**src/design/lru_pkg.sv**
```systemverilog
`timescale 1ns / 1ps
// shared constants for the mru ordered key list
// no dependencies; imported by the interfaces, the key ram, the top level, the checkers and the testbench
package lru_pkg;

	localparam int DEPTH_DEF = 8;
	localparam int KEY_W     = 64;
	localparam int MAX_W     = 4;
	localparam int OCC_W     = 4;

	localparam logic [MAX_W-1:0] MAX_RESET = 4'd8;

	// operation codes
	localparam logic OP_ACCESS = 1'b0;
	localparam logic OP_CLOSE  = 1'b1;

endpackage

```
**src/design/lru_in_if.sv**
```systemverilog
`timescale 1ns / 1ps
// request channel: one operation and key per word
// depends on lru_pkg
interface lru_in_if import lru_pkg::*; ();

	logic             valid;
	logic             ready;
	logic             operation;
	logic [KEY_W-1:0] key;

	modport source (output valid, output operation, output key, input ready);
	modport sink   (input valid, input operation, input key, output ready);

endinterface

```
**src/design/lru_out_if.sv**
```systemverilog
`timescale 1ns / 1ps
// result channel: hit, eviction report and occupancy per word
// depends on lru_pkg
interface lru_out_if import lru_pkg::*; ();

	logic             valid;
	logic             ready;
	logic             hit;
	logic             evicted_valid;
	logic [KEY_W-1:0] evicted_key;
	logic [OCC_W-1:0] occupancy;

	modport source (output valid, output hit, output evicted_valid, output evicted_key,
		output occupancy, input ready);
	modport sink   (input valid, input hit, input evicted_valid, input evicted_key,
		input occupancy, output ready);

endinterface

```
**src/design/lru_key_ram.sv**
```systemverilog
`timescale 1ns / 1ps
// key storage: one write port, one read port with registered read data
// depends on lru_pkg
module lru_key_ram import lru_pkg::*; #(
	parameter int DEPTH = DEPTH_DEF,
	parameter int AW    = 3
) (
	input  logic             clk,
	input  logic             we,
	input  logic [AW-1:0]    waddr,
	input  logic [KEY_W-1:0] wdata,
	input  logic             re,
	input  logic [AW-1:0]    raddr,
	output logic [KEY_W-1:0] rdata
);

	logic [KEY_W-1:0] mem [DEPTH];

	// write port
	always_ff @(posedge clk) begin
		if (we) begin
			mem[waddr] <= wdata;
		end
	end

	// registered read port
	always_ff @(posedge clk) begin
		if (re) begin
			rdata <= mem[raddr];
		end
	end

endmodule

```
**src/design/lru_open_entry_tracker.sv**
```systemverilog
`timescale 1ns / 1ps
// sequence, accept to result word: each slot is read and then compared (one more step when the
// search runs past the last slot), each slot moved is read and then written, an access that moves
// its key writes it to the front slot, and the result register loads last
// throughput: one word at a time, ready for the next in the cycle after the previous result loads; a result
// word still held back stalls the load; the shared key ram port and comparator set the pace
// reset: asynchronous, clears sequencer, entry count, result valid; max_entries goes to 8
module lru_open_entry_tracker import lru_pkg::*; #(
	parameter int DEPTH = DEPTH_DEF
) (
	input  logic             clk,
	input  logic             arst_n,
	input  logic             cfg_we,
	input  logic [MAX_W-1:0] cfg_wdata,
	lru_in_if.sink           request,
	lru_out_if.source        result
);

	localparam int AW = (DEPTH > 1) ? $clog2(DEPTH) : 1;
	localparam int CW = $clog2(DEPTH + 1);
	localparam int LW = (CW > MAX_W) ? CW : MAX_W;

	localparam logic [2:0] ST_IDLE  = 3'd0;
	localparam logic [2:0] ST_RD    = 3'd1;
	localparam logic [2:0] ST_CMP   = 3'd2;
	localparam logic [2:0] ST_MRD   = 3'd3;
	localparam logic [2:0] ST_MWR   = 3'd4;
	localparam logic [2:0] ST_FRONT = 3'd5;
	localparam logic [2:0] ST_DONE  = 3'd6;

	logic [2:0]       state_q;
	logic [MAX_W-1:0] max_q;
	logic [CW-1:0]    count_q;
	logic [CW-1:0]    idx_q;
	logic [AW-1:0]    dst_q;
	logic [AW-1:0]    lim_q;
	logic             dir_down_q;
	logic             op_q;
	logic [KEY_W-1:0] key_q;
	logic             hit_q;
	logic             ev_q;
	logic [KEY_W-1:0] evk_q;

	logic             out_valid_q;
	logic             out_hit_q;
	logic             out_ev_q;
	logic [KEY_W-1:0] out_evk_q;
	logic [OCC_W-1:0] out_occ_q;

	logic             ram_we;
	logic [AW-1:0]    ram_waddr;
	logic [KEY_W-1:0] ram_wdata;
	logic             ram_re;
	logic [AW-1:0]    ram_raddr;
	logic [KEY_W-1:0] ram_rdata;

	logic             search_end;
	logic             match;
	logic             decide;
	logic             found;
	logic [CW-1:0]    pos;
	logic [LW-1:0]    limit;
	logic             full;
	logic [AW-1:0]    src;

	logic [2:0]       dec_state;
	logic [AW-1:0]    dec_dst;
	logic [AW-1:0]    dec_lim;
	logic             dec_down;
	logic [CW-1:0]    dec_count;
	logic             dec_ev;

	lru_key_ram #(
		.DEPTH (DEPTH),
		.AW    (AW)
	) u_ram (
		.clk   (clk),
		.we    (ram_we),
		.waddr (ram_waddr),
		.wdata (ram_wdata),
		.re    (ram_re),
		.raddr (ram_raddr),
		.rdata (ram_rdata)
	);

	// search status and clamped limit
	always_comb begin
		search_end = (idx_q == count_q);
		match      = (ram_rdata == key_q);
		decide     = ((state_q == ST_RD) && search_end) || ((state_q == ST_CMP) && match);
		found      = (state_q == ST_CMP);
		pos        = idx_q;
		if (max_q == '0) begin
			limit = LW'(1);
		end else if (LW'(max_q) > LW'(DEPTH)) begin
			limit = LW'(DEPTH);
		end else begin
			limit = LW'(max_q);
		end
		full = (LW'(count_q) >= limit);
		src  = dir_down_q ? (dst_q - AW'(1)) : (dst_q + AW'(1));
	end

	// plan of the list update once the search is over
	always_comb begin
		dec_state = ST_DONE;
		dec_dst   = pos[AW-1:0];
		dec_lim   = '0;
		dec_down  = 1'b1;
		dec_count = count_q;
		dec_ev    = 1'b0;
		if (op_q == OP_CLOSE) begin
			if (found) begin
				dec_count = count_q - CW'(1);
				if ((pos + CW'(1)) < count_q) begin
					dec_state = ST_MRD;
					dec_down  = 1'b0;
					dec_lim   = AW'(count_q - CW'(2));
				end
			end
		end else if (found) begin
			if (pos != '0) begin
				dec_state = ST_MRD;
			end
		end else begin
			if (full) begin
				dec_ev  = 1'b1;
				dec_dst = AW'(count_q - CW'(1));
			end else begin
				dec_count = count_q + CW'(1);
				dec_dst   = AW'(count_q);
			end
			dec_state = (dec_dst == '0) ? ST_FRONT : ST_MRD;
		end
	end

	// key ram port use per state
	always_comb begin
		ram_re    = ((state_q == ST_RD) && !search_end) || (state_q == ST_MRD);
		ram_raddr = (state_q == ST_RD) ? idx_q[AW-1:0] : src;
		ram_we    = (state_q == ST_MWR) || (state_q == ST_FRONT);
		ram_waddr = (state_q == ST_FRONT) ? '0 : dst_q;
		ram_wdata = (state_q == ST_FRONT) ? key_q : ram_rdata;
	end

	// configuration register
	always_ff @(posedge clk or negedge arst_n) begin
		if (!arst_n) begin
			max_q <= MAX_RESET;
		end else if (cfg_we) begin
			max_q <= cfg_wdata;
		end
	end

	// sequencer
	always_ff @(posedge clk or negedge arst_n) begin
		if (!arst_n) begin
			state_q     <= ST_IDLE;
			count_q     <= '0;
			out_valid_q <= 1'b0;
		end else begin
			if ((state_q == ST_DONE) && (!out_valid_q || result.ready)) begin
				out_valid_q <= 1'b1;
			end else if (out_valid_q && result.ready) begin
				out_valid_q <= 1'b0;
			end
			case (state_q)
				ST_IDLE: begin
					if (request.valid) begin
						state_q <= ST_RD;
					end
				end
				ST_RD: begin
					if (decide) begin
						state_q <= dec_state;
						count_q <= dec_count;
					end else begin
						state_q <= ST_CMP;
					end
				end
				ST_CMP: begin
					if (decide) begin
						state_q <= dec_state;
						count_q <= dec_count;
					end else begin
						state_q <= ST_RD;
					end
				end
				ST_MRD: begin
					state_q <= ST_MWR;
				end
				ST_MWR: begin
					if (dir_down_q) begin
						state_q <= (dst_q == AW'(1)) ? ST_FRONT : ST_MRD;
					end else begin
						state_q <= (dst_q == lim_q) ? ST_DONE : ST_MRD;
					end
				end
				ST_FRONT: begin
					state_q <= ST_DONE;
				end
				ST_DONE: begin
					if (!out_valid_q || result.ready) begin
						state_q <= ST_IDLE;
					end
				end
				default: begin
					state_q <= ST_IDLE;
				end
			endcase
		end
	end

	// per-word working registers
	always_ff @(posedge clk) begin
		case (state_q)
			ST_IDLE: begin
				op_q  <= request.operation;
				key_q <= request.key;
				idx_q <= '0;
			end
			ST_RD, ST_CMP: begin
				if (state_q == ST_CMP) begin
					evk_q <= ram_rdata;
				end
				if (decide) begin
					hit_q      <= found;
					ev_q       <= dec_ev;
					dst_q      <= dec_dst;
					lim_q      <= dec_lim;
					dir_down_q <= dec_down;
				end else if (state_q == ST_CMP) begin
					idx_q <= idx_q + CW'(1);
				end
			end
			ST_MWR: begin
				dst_q <= src;
			end
			default: begin
			end
		endcase
	end

	// result word register
	always_ff @(posedge clk) begin
		if ((state_q == ST_DONE) && (!out_valid_q || result.ready)) begin
			out_hit_q <= hit_q;
			out_ev_q  <= ev_q;
			out_evk_q <= ev_q ? evk_q : '0;
			out_occ_q <= OCC_W'(count_q);
		end
	end

	assign request.ready        = (state_q == ST_IDLE);
	assign result.valid         = out_valid_q;
	assign result.hit           = out_hit_q;
	assign result.evicted_valid = out_ev_q;
	assign result.evicted_key   = out_evk_q;
	assign result.occupancy     = out_occ_q;

endmodule

```
**src/flat_wrapper.sv**
```systemverilog
// flat-port wrapper written by rule: the top's interface ports become plain ports
module lru_open_entry_tracker_flat import lru_pkg::*;
#(
	parameter int DEPTH = DEPTH_DEF
)
  (clk, arst_n, cfg_we, cfg_wdata, request_valid, request_operation, request_key, request_ready, result_valid, result_hit, result_evicted_valid, result_evicted_key, result_occupancy, result_ready);
  lru_in_if request_i ();
  lru_out_if result_i ();
  input  logic clk;
  input  logic arst_n;
  input  logic cfg_we;
  input  logic [MAX_W-1:0] cfg_wdata;
  input wire logic [$bits(request_i.valid)-1:0] request_valid;
  input wire logic [$bits(request_i.operation)-1:0] request_operation;
  input wire logic [$bits(request_i.key)-1:0] request_key;
  output wire logic [$bits(request_i.ready)-1:0] request_ready;
  output wire logic [$bits(result_i.valid)-1:0] result_valid;
  output wire logic [$bits(result_i.hit)-1:0] result_hit;
  output wire logic [$bits(result_i.evicted_valid)-1:0] result_evicted_valid;
  output wire logic [$bits(result_i.evicted_key)-1:0] result_evicted_key;
  output wire logic [$bits(result_i.occupancy)-1:0] result_occupancy;
  input wire logic [$bits(result_i.ready)-1:0] result_ready;
  assign request_i.valid = request_valid;
  assign request_i.operation = request_operation;
  assign request_i.key = request_key;
  assign request_ready = request_i.ready;
  assign result_valid = result_i.valid;
  assign result_hit = result_i.hit;
  assign result_evicted_valid = result_i.evicted_valid;
  assign result_evicted_key = result_i.evicted_key;
  assign result_occupancy = result_i.occupancy;
  assign result_i.ready = result_ready;
  lru_open_entry_tracker #(.DEPTH(DEPTH)) u_core (.clk(clk), .arst_n(arst_n), .cfg_we(cfg_we), .cfg_wdata(cfg_wdata), .request(request_i), .result(result_i));
endmodule
```
**config.mk**
```make
export PLATFORM = sky130hd
export DESIGN_NAME = lru_open_entry_tracker_flat
export DESIGN_NICKNAME = d
export VERILOG_FILES = /design/src/design/lru_pkg.sv /design/src/design/lru_in_if.sv /design/src/design/lru_out_if.sv /design/src/design/lru_key_ram.sv /design/src/design/lru_open_entry_tracker.sv /design/src/flat_wrapper.sv
export SDC_FILE = /design/constraint.sdc
export NUM_CORES = 1
export LEC_CHECK = 0
export ABC_AREA = 1
export BUFFER_PORTS_ARGS = -buffer_cell sky130_fd_sc_hd__buf_2
export CAP_MARGIN = 10
export CORE_MARGIN = 5
export CORE_UTILIZATION = 45
export CTS_CLUSTER_SIZE = 14
export DETAILED_ROUTE_END_ITERATION = 8
export PLACE_DENSITY = 0.68
export SYNTH_ARGS = -nofsm -noshare
export SYNTH_HDL_FRONTEND = slang
export SYNTH_SLANG_ARGS = --single-unit
```
**constraint.sdc**
```tcl
create_clock -name clk -period 8.1 [get_ports clk]
set_input_delay 1.62 -clock clk [delete_from_list [all_inputs] [get_ports clk]]
set_output_delay 1.62 -clock clk [all_outputs]
set_load 0.01 [all_outputs]
```
==> results of run 1 <==
==> power groups by stage <==
stage	clock, mW	sequential [mW]	combinational (mW)
floorplan	0	6.41	3.68
global placement	0	6.56	4.96
detailed placement	0	6.58	5.14
CTS	3.85	6.50	5.18
global route	4.03	6.56	5.73
finish	3.79	6.51	5.20
==> logic make-up after synthesis <==
family | share of synthesized area, %
flip-flops | 75.0
AND/OR/NAND/NOR | 9.27
AO/OA/AOI/OAI | 7.69
buffers and inverters | 3.70
multiplexers | 2.26
XOR/XNOR | 1.26
adder cells (fa/ha/maj) | 0.784
==> registers in the layout, indices dropped and copies added, names as in the netlist, 3 cells and up <==
| name | cells |
|---|---|
| u_core.dst_q | 3 |
| u_core.result.occupancy | 4 |
| u_core.lim_q | 3 |
| u_core.result.evicted_key | 64 |
| u_core.u_ram.mem | 512 |
| u_core.evk_q | 64 |
| u_core.max_q | 4 |
| u_core.state_q | 3 |
| u_core.count_q | 4 |
| u_core.key_q | 64 |
| u_core.u_ram.rdata | 64 |
| u_core.idx_q | 4 |
==> cell type report <==
type | instances | area (um^2) | area share [%]
Tap cell | 940 | 1180 | 3.24
Timing Repair Buffer | 177 | 966 | 2.66
Clock inverter | 53 | 551 | 1.52
Multi-Input combinational cell | 1337 | 6880 | 18.9
Sequential cell | 800 | 24000 | 66.0
Inverter | 166 | 629 | 1.73
Clock buffer | 100 | 2160 | 5.95
==> worst register-to-register path: cells and delay by family, from the launching register on <==
family | cells | cell delay (ns)
buffers and inverters | 6 | 2.84
DFF | 1 | 0.46
and+or+nand+nor | 5 | 0.81
==> worst max-delay path by stage <==
stage	slack (ns)	end
3_3_place_gp	3.64	u_core.u_ram.mem[6][13]
2_1_floorplan	3.02	u_core.result.evicted_key[0]
4_1_cts	3.61	u_core.u_ram.mem[4][43]
3_5_place_dp	3.63	u_core.u_ram.mem[4][53]
6_report	3.59	u_core.u_ram.mem[4][43]
5_1_grt	3.38	u_core.u_ram.mem[4][53]
==> cell usage after synthesis (3+ instances only) <==
cell type  number  area [um^2]
inv_1         162          608
o21ai_0       209         1050
ha_1           20          250
buf_6           9          101
or2_2           4         25.0
buf_1           4         15.0
buf_2          51          255
o21ai_2         3         26.3
xor2_1         10         87.6
dfrtp_1        11          275
mux2_2         64          721
nor3_1          5         25.0
o22ai_1       130          813
nand4_1        13         81.3
o21bai_1        3         22.5
nand3_1        24          120
o21ai_1        91          455
nand2_1       374         1400
nor2_1        323         1210
clkbuf_1       43          161
edfxtp_1      788        23700
a21oi_1        14         70.1
nand2_2         3         18.8
inv_2           4         15.0
xnor2_1        36          315
==> routing by layer <==
layer	vias to the layer above	global-route usage, %
met2	884	32.2
li1	8916	-
met1	9655	26.9
met3	160	3.44
met5	-	0
met4	0	7.32
==> through the flow <==
stage          setup WS (ns)  area (um^2)  hold slack, ns
5_1_grt                 3.38        36300           0.454
3_5_place_dp            3.63        33600           0.419
6_report                3.59        36300           0.434
2_1_floorplan           3.02        31900           0.400
4_1_cts                 3.61        36300           0.434
3_3_place_gp            3.64        33600           0.405
==> flow_summary_export.csv, run 1 <==
group,metric,value,unit
global_route,grt_max_degree,150,
synth,synthArstFlopShare,1.50,%
cts,postCtsHoldBufs,0,
cells_and_area,drive_gt1_share,14.9,%
power_and_ir_drop,p_per_area,427,nW/um^2
placed_design,io_buffers,145,
power_and_ir_drop,seqPwrFrac,42.0,%
route,remaining_drc_errors,0,
route,ant_nets,0,
worst_setup_path,critical_path_class,"reg -> reg",
cts,cts.sinks,800,
worst_setup_path,cp-end-kind,"flop",
route,wl,77300,um
worst_setup_path,crit_arrival,4.76,ns
cts,postCtsSetupBuffers,0,
run,maxCapViolCount,0,
worst_setup_path,worstSetupStartpoint,"u_core.state_q[1]",
worst_setup_path,reg2reg_from,"u_core.state_q[1]",
timing,finalHoldViolations,0,
cts,cts_resized,0,
power_and_ir_drop,p_leak,13.1,nW
cells_and_area,fin_util,51.8,%
worst_setup_path,worst-path-buf-inv,6,
worst_setup_path,path_cells,"nor2_1, inv_1, nor2_4, buf_4, inv_1, buf_4, nand2_1, nand2_1, nor2_4, buf_4, buf_4",
worst_setup_path,cp_max_fo,41,
power_and_ir_drop,swShare,36.1,%
die,fp.dieH,276,um
timing,post-route-period-util,55.7,%
cts,numCtsBuffers,82,
synth,syn-cell-area,31900,um^2
cts,root_buffer,"clkbuf_16",
timing,rsz0062_at_grt,"no",
synth,synth-seq-cells,800,
route,met1_length,31600,um
route,vias,19600,
die,design.die.area,76400,um^2
die,die_x,276,um
power_and_ir_drop,intPower,9.91,mW
route,first_pass_iters,6,
worst_setup_path,cp.depth,11,
timing,setup_viol,0,
power_and_ir_drop,ir_drop,0.000403,V
die,initial_core_util,45.5,%
placed_design,place_inst,3420,
min_path,whs_endpoint,"u_core.result.hit",
cells_and_area,final_cell_mix,"edfxtp_1, nand2_1, nor2_1",
min_path,hp-start,"u_core.hit_q",
worst_setup_path,worstPathRequired,8.34,ns
route,routed.top_layer,"met4",
worst_setup_path,cp-start-kind,"flop",
synth,ys_dominant_reg_cell,"edfxtp_1",
cells_and_area,n_antenna_cell,0,
route,met2_length,36800,um
global_route,grt_overflow,0,
worst_setup_path,cp_slowest_stage_delay,0.68,ns
cts,htreeDepth,3,
die,ios,146,
timing,worstMarginPinSlew,1.25,ns
timing,fmax,221,MHz
synth,synth_edf_count,788,
cts,clk_path_buf_depth,3,
placed_design,place_hpwl,44000,um
route,first_iter_violations,2069,
cells_and_area,layout_commonest_cell,"edfxtp_1",
cells_and_area,final_nets,2658,
synth,ys_types,37,
route,dr_wl_met3,6390,um
min_path,hold_class,"reg -> reg",
synth,syn-instance-count,2414,
worst_setup_path,worst_path_max_delay_cell,"buf_4",
worst_setup_path,r2r_end,"u_core.u_ram.mem[4][43]",
global_route,grt_usage,19.8,%
global_route,antenna_found_initial,0,
synth,avgSynthCellArea,13.2,um^2
cts,clock_latency,0.63,ns
cts,tritoncts,"done",
min_path,hold_depth,0,
global_route,grt_pass1_wl,118000,um
synth,yosysSeqAreaShare,75.0,%
worst_setup_path,r2r_slack,3.59,ns
worst_setup_path,path_delay_family,"buffers and inverters",
placed_design,gp_congestion,0.847,
route,vias_per_cell,5.49,
route,wire_per_inst,21.6,um
timing,finClkSkew,0.0235,ns
power_and_ir_drop,p_total,15.5,mW
global_route,grt_pass1_vias,19700,
cells_and_area,area_growth,13.8,%
power_and_ir_drop,power.share.combinational,33.6,%
timing,maxSlewViolCount,0,
synth,ys.warnings.count,0,
timing,slew-limit-headroom,16.7,%
worst_setup_path,cp_common_cell,"buf_4",
cells_and_area,fill_cells,5793,
synth,syn-num-nets,2508,
cts,clk_pin_slew_worst_paths,0.06,ns
cells_and_area,fin_cells,3573,
power_and_ir_drop,p_switching,5.60,mW
die,rows,97,
power_and_ir_drop,clkPwrFrac,24.5,%
timing,setup_tns,0,ns
worst_setup_path,r2r_cells,11,
timing,min_period,4.51,ns
die,core,70100,um^2
status,outcome,"finished clean",
Note: power is estimated with default switching activity, not from simulation.
==> run 2: changes to the inputs <==
PLACE_DENSITY = 0.71   (was 0.68)
clock period = 3.69 ns   (was 8.1 ns; I/O delays follow)
==> flow_summary_export.csv, run 2 (synthesized netlist as in run 1, its figures left out) <==
group,metric,value,unit
timing,rsz0062_at_grt,"no",
cts,clk_path_buf_depth,3,
route,vias,19800,
power_and_ir_drop,ir_drop,0.000904,V
cts,numCtsBuffers,83,
route,ant_nets,0,
timing,worst_slack,0.673,ns
timing,fmax,331,MHz
die,die_x,276,um
worst_setup_path,cp-start-kind,"flop",
timing,post-route-period-util,81.8,%
timing,finClkSkew,0.0315,ns
status,outcome,"finished with violations",
power_and_ir_drop,p_leak,13.2,nW
global_route,grt_usage,19.8,%
power_and_ir_drop,p_total,34.3,mW
cts,htreeDepth,3,
cts,tritoncts,"done",
cells_and_area,final_cell_mix,"edfxtp_1, nand2_1, nor2_1",
cts,postCtsHoldBufs,1,
route,vias_per_cell,5.53,
die,rows,97,
timing,setup_tns,0,ns
route,wire_per_inst,21.8,um
cells_and_area,largest_reg_flops,512,
placed_design,gp_congestion,0.856,
worst_setup_path,cp_max_fo,256,
placed_design,place_hpwl,44400,um
global_route,antenna_found_initial,0,
cells_and_area,area_growth,14.6,%
die,core,70100,um^2
global_route,grt_pass1_vias,19700,
route,first_iter_violations,2143,
min_path,hp-start,"request_key[38]",
timing,finalHoldViolations,0,
cells_and_area,drive_gt1_share,15.0,%
cts,clock_latency,0.63,ns
timing,worstMarginPinSlew,1.60,ns
status,violations,"max-slew violations",
route,first_pass_iters,7,
cts,cts.sinks,800,
cells_and_area,final_nets,2670,
route,remaining_drc_errors,0,
min_path,hold_class,"in -> reg",
timing,slew-limit-headroom,-6.57,%
cells_and_area,layout_commonest_cell,"edfxtp_1",
worst_setup_path,crit_arrival,3.52,ns
cts,postCtsSetupBuffers,0,
worst_setup_path,critical_path_class,"reg -> reg",
timing,min_period,3.02,ns
die,design.die.area,76400,um^2
global_route,grt_overflow,0,
route,wl,77900,um
die,ios,146,
worst_setup_path,worstSetupStartpoint,"u_core.state_q[2]",
global_route,grt_pass1_wl,118000,um
timing,whs,0.275,ns
cells_and_area,n_antenna_cell,0,
cts,cts_resized,0,
timing,setup_viol,0,
timing,maxSlewViolCount,122,
run,maxCapViolCount,0,
cells_and_area,fin_util,52.2,%
cts,root_buffer,"clkbuf_16",
placed_design,preCtsSetupSlack,0.883,ns
worst_setup_path,cp-end-kind,"flop",
worst_setup_path,reg2reg_from,"u_core.state_q[2]",
placed_design,io_buffers,145,
die,initial_core_util,45.5,%
cts,clk_pin_slew_worst_paths,0.06,ns
global_route,grt_max_degree,257,
worst_setup_path,worstPathRequired,4.19,ns
die,fp.dieH,276,um
power_and_ir_drop,p_per_area,937,nW/um^2
cells_and_area,largest_register,"u_core.u_ram.mem",
==> run 2: worst max-delay path, stage by stage (launching register included) <==
cell	delay, ns
dfrtp_1	0.40
inv_2	0.10
nand2_2	0.12
nor2_8	0.21
nand2_2	0.10
o21ai_4	0.11
buf_12	0.51
o21ai_0	0.26
o22ai_1	0.26
mux2_2	0.18
==> run 2: cell type report <==
cell class	count	area, um^2
clock inverter	53	519
clock buffer	93	2140
fill	5733	33600
multi-input combinational	1337	6880
inverter	166	629
timing repair buffer	188	1290
sequential	800	24000
tap	940	1180
==> run 2: routing by layer <==
| layer | routed length [um] | GRT usage (%) | up-vias |
|---|---|---|---|
| li1 | - | - | 8932 |
| met1 | 30900 | 26.2 | 9741 |
| met2 | 37900 | 32.7 | 958 |
| met3 | 6570 | 3.64 | 143 |
| met4 | 2620 | 7.75 | 0 |
| met5 | 0 | 0 | - |
==> run 2: final timing paths <==
path	endpoint	slack, ns	depth (start not counted)
max	u_core.u_ram.rdata[40]	0.67	9
min	u_core.key_q[38]	0.27	1
max reg2reg	u_core.u_ram.rdata[40]	0.67	9
min reg2reg	u_core.result.hit	0.43	0
max in group asynchronous	u_core.max_q[3]	2.86	2
min in group asynchronous	u_core.count_q[0]	0.54	2
==> run 2: power breakdown <==
group | total [mW] | switching (mW) | internal (mW)
clock | 8.22 | 3.38 | 4.85
sequential | 14.3 | 1.02 | 13.3
combinational | 11.8 | 7.99 | 3.79
total | 34.3 | 12.4 | 21.9
==> run 2: per-stage QoR <==
step           cells  cell area, um^2
5_1_grt         3577            36600
4_1_cts         3577            36600
3_5_place_dp    3430            33900
6_report        3577            36600
2_1_floorplan   2414            31900
3_3_place_gp    3430            33900
==> run 3: changes to the inputs <==
ABC_AREA = 0   (was 1)
clock period = 2.5 ns   (was 3.69 ns; I/O delays follow)
==> flow_summary_export.csv, run 3 <==
group,metric,value,unit
die,design.die.area,76000,um^2
synth,synth_area_leaders,"edfxtp_1, nand2_1, and2_1",
cts,htreeDepth,3,
cells_and_area,final_area,38000,um^2
cts,cts.sinks,800,
placed_design,place_area,35000,um^2
power_and_ir_drop,p_leak,13.1,nW
placed_design,preCtsSetupSlack,-0.127,ns
synth,yosysMostFrequentCell,"edfxtp_1",
placed_design,place_hpwl,46700,um
cts,tritoncts,"done",
die,core,70000,um^2
global_route,grt_pass1_vias,18900,
worst_setup_path,cp_slowest_stage_delay,0.47,ns
worst_setup_path,reg2reg_from,"u_core.state_q[0]",
cells_and_area,layout_commonest_cell,"edfxtp_1",
cts,root_buffer,"clkbuf_16",
timing,post-route-period-util,98.4,%
synth,synthArstFlopShare,1.50,%
synth,yosys.area.top_type,"edfxtp_1",
die,rows,97,
timing,min_period,2.46,ns
cts,clock_latency,0.64,ns
die,ios,146,
route,vias_per_cell,5.63,
synth,syn-num-nets,2187,
worst_setup_path,cp-end-kind,"flop",
synth,ys_dominant_reg_cell,"edfxtp_1",
cells_and_area,drive_gt1_share,22.4,%
die,fp.dieH,276,um
min_path,hp-start,"request_key[40]",
synth,ys.warnings.count,0,
placed_design,place_inst,3192,
synth,yosysSeqAreaShare,75.5,%
timing,finClkSkew,0.0258,ns
route,wire_per_inst,23.4,um
synth,synthMuxAreaShare,2.63,%
route,wl,78600,um
global_route,antenna_found_initial,0,
power_and_ir_drop,p_total,49.3,mW
cts,numCtsBuffers,81,
route,first_pass_iters,5,
run,maxCapViolCount,0,
worst_setup_path,path_delay_family,"simple AND/OR/NAND/NOR gates",
min_path,hold_depth,1,
cells_and_area,area_growth,19.7,%
timing,setup_viol,0,
synth,synth_compound_area_share,6.11,%
worst_setup_path,cp_max_fo,31,
cells_and_area,largest_register,"u_core.u_ram.mem",
global_route,grt_overflow,0,
cells_and_area,largest_reg_flops,512,
synth,synth_top_family_by_area,"simple AND/OR/NAND/NOR gates",
placed_design,io_buffers,145,
synth,synth_edf_count,788,
timing,slew-limit-headroom,54.9,%
worst_setup_path,worst-path-buf-inv,2,
timing,fmax,407,MHz
route,vias,18900,
global_route,grt_pass1_wl,117000,um
route,ant_nets,0,
cells_and_area,final_nets,2450,
cells_and_area,seq_area,24000,um^2
min_path,hold_class,"in -> reg",
cts,clk_pin_slew_worst_paths,0.06,ns
synth,synthXorXnorAreaFrac,2.18,%
placed_design,gp_congestion,0.895,
cells_and_area,fin_util,54.3,%
worst_setup_path,worst_path_max_delay_cell,"or3b_4",
synth,avgSynthCellArea,15.2,um^2
die,die_x,276,um
synth,yosys-top-cells-count,"edfxtp_1, nand2_1, nand3_1",
worst_setup_path,r2r_cells,8,
synth,ys_types,56,
cells_and_area,final_cell_mix,"edfxtp_1, nand2_1, buf_2",
synth,syn-cell-area,31800,um^2
timing,setup_tns,0,ns
synth,yosysTopAreaCellShare,74.5,%
worst_setup_path,path_cells,"or3b_4, mux2i_4, buf_12, bufbuf_16, and2_1, a211oi_1, a311oi_1, a31o_1",
synth,synth-simple-area-share,10.8,%
worst_setup_path,r2r_end,"u_core.u_ram.rdata[58]",
die,initial_core_util,45.3,%
synth,syn-instance-count,2093,
route,first_iter_violations,1942,
worst_setup_path,worstPathRequired,2.88,ns
cells_and_area,multi_input_area,7520,um^2
power_and_ir_drop,p_per_area,1300,nW/um^2
power_and_ir_drop,ir_drop,0.000702,V
synth,synthAdderAreaFrac,0.788,%
timing,worst_slack,0.0409,ns
cells_and_area,fill_cells,5373,
route,remaining_drc_errors,0,
timing,rsz0062_at_grt,"yes",
cells_and_area,fin_cells,3362,
timing,maxSlewViolCount,0,
global_route,grt_usage,20.3,%
timing,worstMarginPinSlew,0.671,ns
cts,clk_path_buf_depth,3,
synth,synth-seq-cells,800,
worst_setup_path,cp-start-kind,"flop",
worst_setup_path,critical_path_class,"reg -> reg",
worst_setup_path,r2r_slack,0.04,ns
timing,whs,0.0355,ns
min_path,whs_endpoint,"u_core.key_q[40]",
global_route,grt_max_degree,86,
timing,finalHoldViolations,0,
worst_setup_path,crit_arrival,2.84,ns
status,outcome,"finished clean",
run 3: cell count changes after synthesis, moves of 68 or more:
cell / previous run / this run
nor2_1: 323 / 30
o21ai_0: 209 / 5
inv_1: 162 / 11
and2_1: 0 / 129
o22ai_1: 130 / 1
nand3_1: 24 / 138
o21ai_1: 91 / 1
a311oi_1: 0 / 68
run 3: worst max-delay path by stage:
stage | from | end | slack (ns) | cells past startpoint
2_1_floorplan | u_core.dst_q[2] | u_core.u_ram.mem[0][0] | -0.41 | 5
3_3_place_gp | u_core.key_q[35] | u_core.ev_q | -0.10 | 7
3_5_place_dp | u_core.key_q[35] | u_core.dst_q[1] | -0.13 | 7
4_1_cts | u_core.state_q[1] | request_ready | -0.004 | 3
5_1_grt | u_core.max_q[2] | u_core.count_q[2] | -0.08 | 11
6_report | u_core.state_q[0] | u_core.u_ram.rdata[58] | 0.04 | 8
run 3: cell families after synthesis:
| group | after synthesis |
|---|---|
| buffers and inverters | 134 |
| xor gates and xnor gates | 79 |
| and+or+nand+nor | 748 |
| DFF | 800 |
| adders and majority gates | 20 |
| AOI/OAI and AO/OA | 237 |
| muxes | 75 |
run 3: metal layers:
layer	vias up	GRT usage, %	wire, um	part of all wire, %
li1	8432	-	-	-
met1	9502	28.4	32400	41
met2	866	32.7	37600	48
met3	128	3.62	6500	8.3
met4	0	6.68	2090	2.7
met5	-	0	0	0
run 3: power breakdown:
part / switching (mW) / leakage, nW / internal [mW]
sequential: 1.34 / 7.34 / 19.1
clock: 5.05 / 1.25 / 6.62
combinational: 10.4 / 4.49 / 6.77
total: 16.8 / 13.1 / 32.5
run 3: area by class of cell:
| cell class | instances | area share (%) |
|---|---|---|
| Multi-Input combinational cell | 1159 | 19.8 |
| Inverter | 12 | 0.161 |
| Antenna cell | 1 | 0.00658 |
| Sequential cell | 800 | 63.1 |
| Timing Repair Buffer | 302 | 7.15 |
| Tap cell | 940 | 3.09 |
| Clock buffer | 94 | 5.57 |
| Clock inverter | 54 | 1.17 |
run 3: repair_timing:
item | CTS | global route
setup endpoints to repair | 18 | 60
gates resized for setup | 4 | 33
hold endpoints to repair | 15 | 0
pin swaps | 2 | 17
buffers inserted | 1 | 10
hold buffers | 5 | 0
gates cloned | 2 | 3
run 3: worst reg2reg max path, stage by stage, from the launching register on:
cell	delay, ns
dfrtp_1	0.42
or3b_4	0.47
mux2i_4	0.22
buf_12	0.15
bufbuf_16	0.32
and2_1	0.18
a211oi_1	0.19
a311oi_1	0.07
a31o_1	0.19
